**src/rtl/core/hswf_pkg.sv**
```systemverilog
// Shared types and constants for the haptic square wall force unit.
`timescale 1ns / 1ps

package hswf_pkg;

	localparam int HALF_SIZE_W   = 23;
	localparam int STIFFNESS_W   = 24;
	localparam int FORCE_LIMIT_W = 26;
	localparam int FORCE_W       = 27;
	localparam int STIFF_FRAC_W  = 8;
	localparam int CFG_INDEX_W   = 3;

	localparam logic [CFG_INDEX_W-1:0] REG_HALF_SIZE   = 3'd0;
	localparam logic [CFG_INDEX_W-1:0] REG_STIFFNESS   = 3'd1;
	localparam logic [CFG_INDEX_W-1:0] REG_FORCE_LIMIT = 3'd2;
	localparam logic [CFG_INDEX_W-1:0] REG_CENTER_X    = 3'd3;
	localparam logic [CFG_INDEX_W-1:0] REG_CENTER_Y    = 3'd4;
	localparam logic [CFG_INDEX_W-1:0] REG_CENTER_Z    = 3'd5;

	localparam logic [HALF_SIZE_W-1:0]   HALF_SIZE_RST   = 23'd50000;
	localparam logic [STIFFNESS_W-1:0]   STIFFNESS_RST   = 24'd64000;
	localparam logic [FORCE_LIMIT_W-1:0] FORCE_LIMIT_RST = 26'd5000000;

	// per-item flags carried from the geometry stage to the force stage
	typedef struct packed {
		logic pose_valid;
		logic dy_pos;
		logic dy_neg;
	} geom_flags_t;

endpackage

```
**src/rtl/core/hswf_cfg_regs.sv**
```systemverilog
// Configuration register file for the square wall geometry and stiffness.
`timescale 1ns / 1ps

module hswf_cfg_regs
	import hswf_pkg::*;
#(
	parameter int POSITION_BITS = 24,
	parameter int CFG_DATA_W    = 32
) (
	input  logic                          clk,
	input  logic                          arst_n,
	input  logic                          cfg_valid,
	output logic                          cfg_ready,
	input  logic [CFG_INDEX_W-1:0]        cfg_index,
	input  logic [CFG_DATA_W-1:0]         cfg_data,
	output logic [HALF_SIZE_W-1:0]        half_size,
	output logic [STIFFNESS_W-1:0]        stiffness,
	output logic [FORCE_LIMIT_W-1:0]      force_limit,
	output logic signed [POSITION_BITS-1:0] center_x,
	output logic signed [POSITION_BITS-1:0] center_y,
	output logic signed [POSITION_BITS-1:0] center_z
);

	logic [HALF_SIZE_W-1:0]   half_size_q;
	logic [STIFFNESS_W-1:0]   stiffness_q;
	logic [FORCE_LIMIT_W-1:0] force_limit_q;
	logic [POSITION_BITS-1:0] center_x_q;
	logic [POSITION_BITS-1:0] center_y_q;
	logic [POSITION_BITS-1:0] center_z_q;

	assign cfg_ready = 1'b1;

	always_ff @(posedge clk or negedge arst_n) begin
		if (!arst_n) begin
			half_size_q   <= HALF_SIZE_RST;
			stiffness_q   <= STIFFNESS_RST;
			force_limit_q <= FORCE_LIMIT_RST;
			center_x_q    <= '0;
			center_y_q    <= '0;
			center_z_q    <= '0;
		end else if (cfg_valid && cfg_ready) begin
			case (cfg_index)
				REG_HALF_SIZE:   half_size_q   <= cfg_data[HALF_SIZE_W-1:0];
				REG_STIFFNESS:   stiffness_q   <= cfg_data[STIFFNESS_W-1:0];
				REG_FORCE_LIMIT: force_limit_q <= cfg_data[FORCE_LIMIT_W-1:0];
				REG_CENTER_X:    center_x_q    <= cfg_data[POSITION_BITS-1:0];
				REG_CENTER_Y:    center_y_q    <= cfg_data[POSITION_BITS-1:0];
				REG_CENTER_Z:    center_z_q    <= cfg_data[POSITION_BITS-1:0];
				default: ;
			endcase
		end
	end

	assign half_size   = half_size_q;
	assign stiffness   = stiffness_q;
	assign force_limit = force_limit_q;
	assign center_x    = signed'(center_x_q);
	assign center_y    = signed'(center_y_q);
	assign center_z    = signed'(center_z_q);

endmodule

```
**src/rtl/core/hswf_geom.sv**
```systemverilog
// Input stage: tip offsets from the square center, registered as magnitudes and flags.
`timescale 1ns / 1ps

module hswf_geom
	import hswf_pkg::*;
#(
	parameter int POSITION_BITS = 24
) (
	input  logic                            clk,
	input  logic                            arst_n,
	input  logic                            in_valid,
	output logic                            in_ready,
	input  logic                            pose_valid,
	input  logic signed [POSITION_BITS-1:0] tip_x,
	input  logic signed [POSITION_BITS-1:0] tip_y,
	input  logic signed [POSITION_BITS-1:0] tip_z,
	input  logic signed [POSITION_BITS-1:0] center_x,
	input  logic signed [POSITION_BITS-1:0] center_y,
	input  logic signed [POSITION_BITS-1:0] center_z,
	output logic                            valid_s1,
	input  logic                            ready_s1,
	output geom_flags_t                     flags_s1,
	output logic [POSITION_BITS-1:0]        adx_s1,
	output logic [POSITION_BITS-1:0]        ady_s1,
	output logic [POSITION_BITS-1:0]        adz_s1
);

	logic signed [POSITION_BITS:0] dx, dy, dz;
	logic [POSITION_BITS:0]        neg_dx, neg_dy, neg_dz;
	logic [POSITION_BITS-1:0]      adx, ady, adz;
	logic                          load;
	logic                          v_q;

	// offsets need one extra bit; their magnitude fits back in POSITION_BITS
	assign dx = {tip_x[POSITION_BITS-1], tip_x} - {center_x[POSITION_BITS-1], center_x};
	assign dy = {tip_y[POSITION_BITS-1], tip_y} - {center_y[POSITION_BITS-1], center_y};
	assign dz = {tip_z[POSITION_BITS-1], tip_z} - {center_z[POSITION_BITS-1], center_z};

	assign neg_dx = -dx;
	assign neg_dy = -dy;
	assign neg_dz = -dz;

	assign adx = dx[POSITION_BITS] ? neg_dx[POSITION_BITS-1:0] : dx[POSITION_BITS-1:0];
	assign ady = dy[POSITION_BITS] ? neg_dy[POSITION_BITS-1:0] : dy[POSITION_BITS-1:0];
	assign adz = dz[POSITION_BITS] ? neg_dz[POSITION_BITS-1:0] : dz[POSITION_BITS-1:0];

	assign in_ready = !v_q || ready_s1;
	assign load     = in_valid && in_ready;

	always_ff @(posedge clk or negedge arst_n) begin
		if (!arst_n) begin
			v_q <= 1'b0;
		end else if (in_ready) begin
			v_q <= in_valid;
		end
	end

	always_ff @(posedge clk) begin
		if (load) begin
			flags_s1.pose_valid <= pose_valid;
			flags_s1.dy_neg     <= dy[POSITION_BITS];
			flags_s1.dy_pos     <= !dy[POSITION_BITS] && (dy != '0);
			adx_s1              <= adx;
			ady_s1              <= ady;
			adz_s1              <= adz;
		end
	end

	assign valid_s1 = v_q;

endmodule

```
**src/rtl/core/hswf_force.sv**
```systemverilog
// Force stage: stiffness product, limit and inside tests, normal flip, result register.
`timescale 1ns / 1ps

module hswf_force
	import hswf_pkg::*;
#(
	parameter int POSITION_BITS = 24
) (
	input  logic                         clk,
	input  logic                         arst_n,
	input  logic                         valid_s1,
	output logic                         ready_s1,
	input  geom_flags_t                  flags_s1,
	input  logic [POSITION_BITS-1:0]     adx_s1,
	input  logic [POSITION_BITS-1:0]     ady_s1,
	input  logic [POSITION_BITS-1:0]     adz_s1,
	input  logic [HALF_SIZE_W-1:0]       half_size,
	input  logic [STIFFNESS_W-1:0]       stiffness,
	input  logic [FORCE_LIMIT_W-1:0]     force_limit,
	output logic                         out_valid,
	input  logic                         out_ready,
	output logic signed [FORCE_W-1:0]    force_normal,
	output logic                         normal_flipped
);

	localparam int PROD_W = STIFFNESS_W + POSITION_BITS;
	localparam int CMP_W  = (POSITION_BITS > HALF_SIZE_W) ? POSITION_BITS : HALF_SIZE_W;

	logic [PROD_W-1:0]        prod;
	logic [PROD_W-1:0]        limit_ext;
	logic [CMP_W-1:0]         adx_e, adz_e, half_e;
	logic                     in_square, over, pen, flip, apply;
	logic [FORCE_W-1:0]       mag_e, force_d;
	logic                     load;
	logic                     v_q;
	logic                     sign_q;
	logic [FORCE_W-1:0]       force_q;

	assign prod      = PROD_W'(stiffness) * PROD_W'(ady_s1);
	assign limit_ext = PROD_W'({force_limit, {STIFF_FRAC_W{1'b0}}});
	assign over      = prod > limit_ext;

	assign adx_e     = CMP_W'(adx_s1);
	assign adz_e     = CMP_W'(adz_s1);
	assign half_e    = CMP_W'(half_size);
	assign in_square = (adx_e < half_e) && (adz_e < half_e);

	// normal -y penetrates when dy < 0, normal +y when dy > 0
	assign pen   = flags_s1.pose_valid && (sign_q ? flags_s1.dy_pos : flags_s1.dy_neg);
	assign flip  = pen && (over || !in_square);
	assign apply = pen && !flip;

	// not over the limit, so the shifted product fits the limit width
	assign mag_e   = apply ? FORCE_W'(prod[STIFF_FRAC_W +: FORCE_LIMIT_W]) : '0;
	assign force_d = sign_q ? -mag_e : mag_e;

	assign ready_s1 = !v_q || out_ready;
	assign load     = valid_s1 && ready_s1;

	always_ff @(posedge clk or negedge arst_n) begin
		if (!arst_n) begin
			v_q    <= 1'b0;
			sign_q <= 1'b0;
		end else begin
			if (ready_s1) begin
				v_q <= valid_s1;
			end
			if (load) begin
				sign_q <= sign_q ^ flip;
			end
		end
	end

	always_ff @(posedge clk) begin
		if (load) begin
			force_q <= force_d;
		end
	end

	assign out_valid      = v_q;
	assign force_normal   = signed'(force_q);
	assign normal_flipped = sign_q;

endmodule

```
**src/rtl/core/haptic_square_wall_force_unit.sv**
```systemverilog
// Pipeline: input register then result register.
// Throughput: one item per cycle unless out_ready stalls the pipeline; the
// stiffness multiply and limit compare in the force stage set the clock period.
// Reset: config registers take their default values, the normal points
// toward -y, and both pipeline stages are empty.
`timescale 1ns / 1ps

module haptic_square_wall_force_unit
	import hswf_pkg::*;
#(
	parameter int POSITION_BITS = 24
) (
	input  logic                            clk,
	input  logic                            arst_n,
	input  logic                            cfg_valid,
	output logic                            cfg_ready,
	input  logic [CFG_INDEX_W-1:0]          cfg_index,
	input  logic [((POSITION_BITS > FORCE_LIMIT_W) ? POSITION_BITS : FORCE_LIMIT_W)-1:0] cfg_data,
	input  logic                            in_valid,
	output logic                            in_ready,
	input  logic                            pose_valid,
	input  logic signed [POSITION_BITS-1:0] tip_x,
	input  logic signed [POSITION_BITS-1:0] tip_y,
	input  logic signed [POSITION_BITS-1:0] tip_z,
	output logic                            out_valid,
	input  logic                            out_ready,
	output logic signed [FORCE_W-1:0]       force_normal,
	output logic                            normal_flipped
);

	localparam int CFG_DATA_W = (POSITION_BITS > FORCE_LIMIT_W) ? POSITION_BITS : FORCE_LIMIT_W;

	logic [HALF_SIZE_W-1:0]          half_size;
	logic [STIFFNESS_W-1:0]          stiffness;
	logic [FORCE_LIMIT_W-1:0]        force_limit;
	logic signed [POSITION_BITS-1:0] center_x, center_y, center_z;
	logic                            valid_s1, ready_s1;
	geom_flags_t                     flags_s1;
	logic [POSITION_BITS-1:0]        adx_s1, ady_s1, adz_s1;

	hswf_cfg_regs #(
		.POSITION_BITS(POSITION_BITS),
		.CFG_DATA_W(CFG_DATA_W)
	) u_cfg (
		.clk(clk),
		.arst_n(arst_n),
		.cfg_valid(cfg_valid),
		.cfg_ready(cfg_ready),
		.cfg_index(cfg_index),
		.cfg_data(cfg_data),
		.half_size(half_size),
		.stiffness(stiffness),
		.force_limit(force_limit),
		.center_x(center_x),
		.center_y(center_y),
		.center_z(center_z)
	);

	hswf_geom #(
		.POSITION_BITS(POSITION_BITS)
	) u_geom (
		.clk(clk),
		.arst_n(arst_n),
		.in_valid(in_valid),
		.in_ready(in_ready),
		.pose_valid(pose_valid),
		.tip_x(tip_x),
		.tip_y(tip_y),
		.tip_z(tip_z),
		.center_x(center_x),
		.center_y(center_y),
		.center_z(center_z),
		.valid_s1(valid_s1),
		.ready_s1(ready_s1),
		.flags_s1(flags_s1),
		.adx_s1(adx_s1),
		.ady_s1(ady_s1),
		.adz_s1(adz_s1)
	);

	hswf_force #(
		.POSITION_BITS(POSITION_BITS)
	) u_force (
		.clk(clk),
		.arst_n(arst_n),
		.valid_s1(valid_s1),
		.ready_s1(ready_s1),
		.flags_s1(flags_s1),
		.adx_s1(adx_s1),
		.ady_s1(ady_s1),
		.adz_s1(adz_s1),
		.half_size(half_size),
		.stiffness(stiffness),
		.force_limit(force_limit),
		.out_valid(out_valid),
		.out_ready(out_ready),
		.force_normal(force_normal),
		.normal_flipped(normal_flipped)
	);

endmodule

```
**config.mk**
```make
export PLATFORM = sky130hd
export DESIGN_NAME = haptic_square_wall_force_unit
export DESIGN_NICKNAME = d
export VERILOG_FILES = /design/src/rtl/core/hswf_pkg.sv /design/src/rtl/core/hswf_cfg_regs.sv /design/src/rtl/core/hswf_geom.sv /design/src/rtl/core/hswf_force.sv /design/src/rtl/core/haptic_square_wall_force_unit.sv
export SDC_FILE = /design/constraint.sdc
export NUM_CORES = 2
export LEC_CHECK = 0
export BUFFER_PORTS_ARGS = -buffer_cell sky130_fd_sc_hd__buf_4
export CAP_MARGIN = 10
export CORE_UTILIZATION = 50
export CTS_CLUSTER_DIAMETER = 150
export CTS_CLUSTER_SIZE = 20
export DETAILED_ROUTE_END_ITERATION = 8
export PLACE_DENSITY = 0.65
export SYNTH_ARGS = -nofsm -noshare
export SYNTH_HDL_FRONTEND = slang
export SYNTH_SLANG_ARGS = --single-unit
```
**constraint.sdc**
```tcl
create_clock -name clk -period 17.18 [get_ports clk]
set_clock_uncertainty 0.05 [all_clocks]
set_input_delay 0.859 -clock clk [delete_from_list [all_inputs] [get_ports clk]]
set_output_delay 0.859 -clock clk [all_outputs]
set_load 0.01 [all_outputs]
```
==> flow_summary.toml <==
[critical_path]
regToRegSetupSlack_ns = 4.75
r2r-end = "u_force.force_normal[20]"
max_stage_delay_ns = 1.08
startpoint = "u_cfg.stiffness[17]"
r2r_start = "u_cfg.stiffness[17]"
crit_arrival_ns = 12.66
cp-end-kind = "register"
r2r_cells = 37
worstPathRequired_ns = 17.40
crit_end = "u_force.force_normal[20]"
start_kind = "register"
crit_family = "adder cells"
path_buf_inv = 5
crit_fanout = 25
crit_type = "register to register"
path_depth = 37
crit_slowest_cell = "dfrtp_1"
crit_top_cell = "fa_1"

[sta]
setup_tns_ns = 0
finalSetupViolCount = 0
max_freq_ghz = 0.08042
fin_crit_ns = 12.43
hold_viol_final = 0
rsz0062_at_grt = "false"
worst_pin_slew_ns = 1.176
maxSlewHeadroom_pct = 21.07
min_period_over_period_pct = 72.38
slew_violations = 0

[routing]
via_per_inst = 5.574
drt-wirelength-per-cell_um = 19.92
wirelength_um = 99510
vias = 27840
route.detailed.drc = 0
drtPass1Iterations = 6
drt-initial-drc-count = 2041
ant_nets = 0

[synthesis]
synth_flop_cell = "dfrtp_1"
syn_avg_cell_area_sq_um = 9.031
yosysWarnings = 0
netlist_area_sq_um = 36190
synthCells = 4007
ys_types = 87
syn_nets = 4919
synth_edf_count = 102
ys_ff_latch = 250
seq_area_frac_synth_pct = 18.77
async_flop_share_pct = 59.20

[global_route]
antenna_found_initial = 3
gr-total-overflow = 0
grt_usage_pct = 27.54
grt_pass1_vias = 28600
grt_pass1_wl_um = 158000
grt_start_max_net_pins = 100

[cts]
cts_root_buf = "clkbuf_16"
cts_buffers = 16
htreeDepth = 1
clockBufferDepth = 3
cts_post_setup_buffers_inserted = 0
cts_sinks = 250
cts-hold-fix-buffers = 0
ctsResizeCount = 0
clkLatencyLatePin_ns = 0.54
clk_pin_slew_ns = 0.09
cts_tree = "yes"

[final_layout]
largest_register_ffs = 27
fin_nets = 4947
final_cell_mix = "737 x inv_1, 485 x fa_1, 484 x nand2_1"
final_common_cell = "inv_1"
multi_input_area_sq_um = 26030
synthToLayoutAreaGrowth_pct = 6.532
nFillCells = 6643
layout-drive-gt1-share_pct = 8.136
regArea_sq_um = 6792

[floorplanning]
start_util_pct = 50.53
ioPinCount = 138
die_area_sq_um = 73450
die_h_um = 271.0
fp-row-count = 98
coreArea_sq_um = 71610
die_w_um = 271.0

[run_status]
outcome = "finished clean"

[min_path]
hold_class = "primary input to asynchronous set/reset pin"

[placement]
dp_hpwl_um = 77440
gp_congestion = 0.9395
portBuffers = 136

[job]
cap_violations = 0
==> kinds of logic (layout without fill, tap and decap cells) <==
logic type	after synthesis	in the layout	synth area share, %
compound gates	588	588	10.57
simple gates	1220	1220	16.97
mux	83	83	2.569
fa+ha+maj	805	805	37.90
buf+inv	901	938	9.367
other cells	1	2	0.01036
xor+xnor	159	159	3.848
flops	250	250	18.77
==> synth_stat cells, types with 30 or more instances <==
cell type  number  area (sq um)
inv_1         737          2766
fa_1          485          9709
nand2_1       484          1817
ha_1          320          4004
and2_1        310          1939
clkbuf_1      157         589.3
o21ai_0       147         735.7
a21oi_1       146         730.7
dfrtp_1       128          3203
nor2_1        124         465.5
edfxtp_1      102          3063
xnor2_1        94         823.3
mux2_2         79         889.6
xor2_1         65         569.3
a21o_1         58         435.4
nand3_1        48         240.2
nor3_1         47         235.2
nand2b_1       34         212.7
a31oi_1        30         187.7
==> per-layer routing <==
layer | vias up | routed length [um] | share of wire [%] | GRT usage (%)
met5 | - | 0 | 0 | 0
met3 | 172 | 5792 | 5.8 | 3.009
li1 | 12940 | - | - | -
met2 | 858 | 47950 | 48 | 46.94
met1 | 13870 | 41310 | 42 | 35.80
met4 | 0 | 4458 | 4.5 | 10.82
==> worst register-to-register path, delay by kind of cell (launching register included) <==
kind | cells | cell delay (ns)
simple gates | 10 | 2.40
flops | 1 | 1.08
compound gates | 11 | 2.98
xor+xnor | 1 | 0.35
fa+ha+maj | 10 | 4.83
buf+inv | 5 | 0.47
==> layout make-up <==
cell class | instances | area share (%)
diodes | 1 | 0.006491
clock buffers | 24 | 1.117
clock inverters | 3 | 0.07790
inverters | 738 | 7.186
multi-input cells | 2856 | 67.53
flip-flops and latches | 250 | 17.62
well taps | 950 | 3.083
repair buffers | 173 | 3.379
==> metrics by stage <==
stage	setup WS [ns]	utilization, %	cell area, sq um	hold slack, ns	cells
3_5_place_dp	5.018	53.19	38090	0.4319	4967
3_3_place_gp	5.115	53.19	38090	0.4092	4967
6_report	4.745	53.83	38550	0.4375	4995
4_1_cts	4.972	53.83	38550	0.4440	4994
5_1_grt	4.060	53.83	38550	0.4461	4994
2_1_floorplan	6.991	-	36190	0.3990	4007
==> worst min path at each step <==
stage	from	to	slack, ns
5_1_grt	pose_valid	u_geom.flags_s1[2]	0.45
4_1_cts	arst_n	u_cfg.center_y[21]	0.44
3_5_place_dp	u_geom.valid_s1	u_force.out_valid	0.43
3_3_place_gp	u_geom.valid_s1	u_force.out_valid	0.41
6_report	arst_n	u_cfg.center_y[21]	0.44
2_1_floorplan	u_geom.valid_s1	u_force.out_valid	0.40
Power is left out: the tool's default activity adds up to more than one toggle a clock period on the data nets, which glitch-free logic cannot reach.
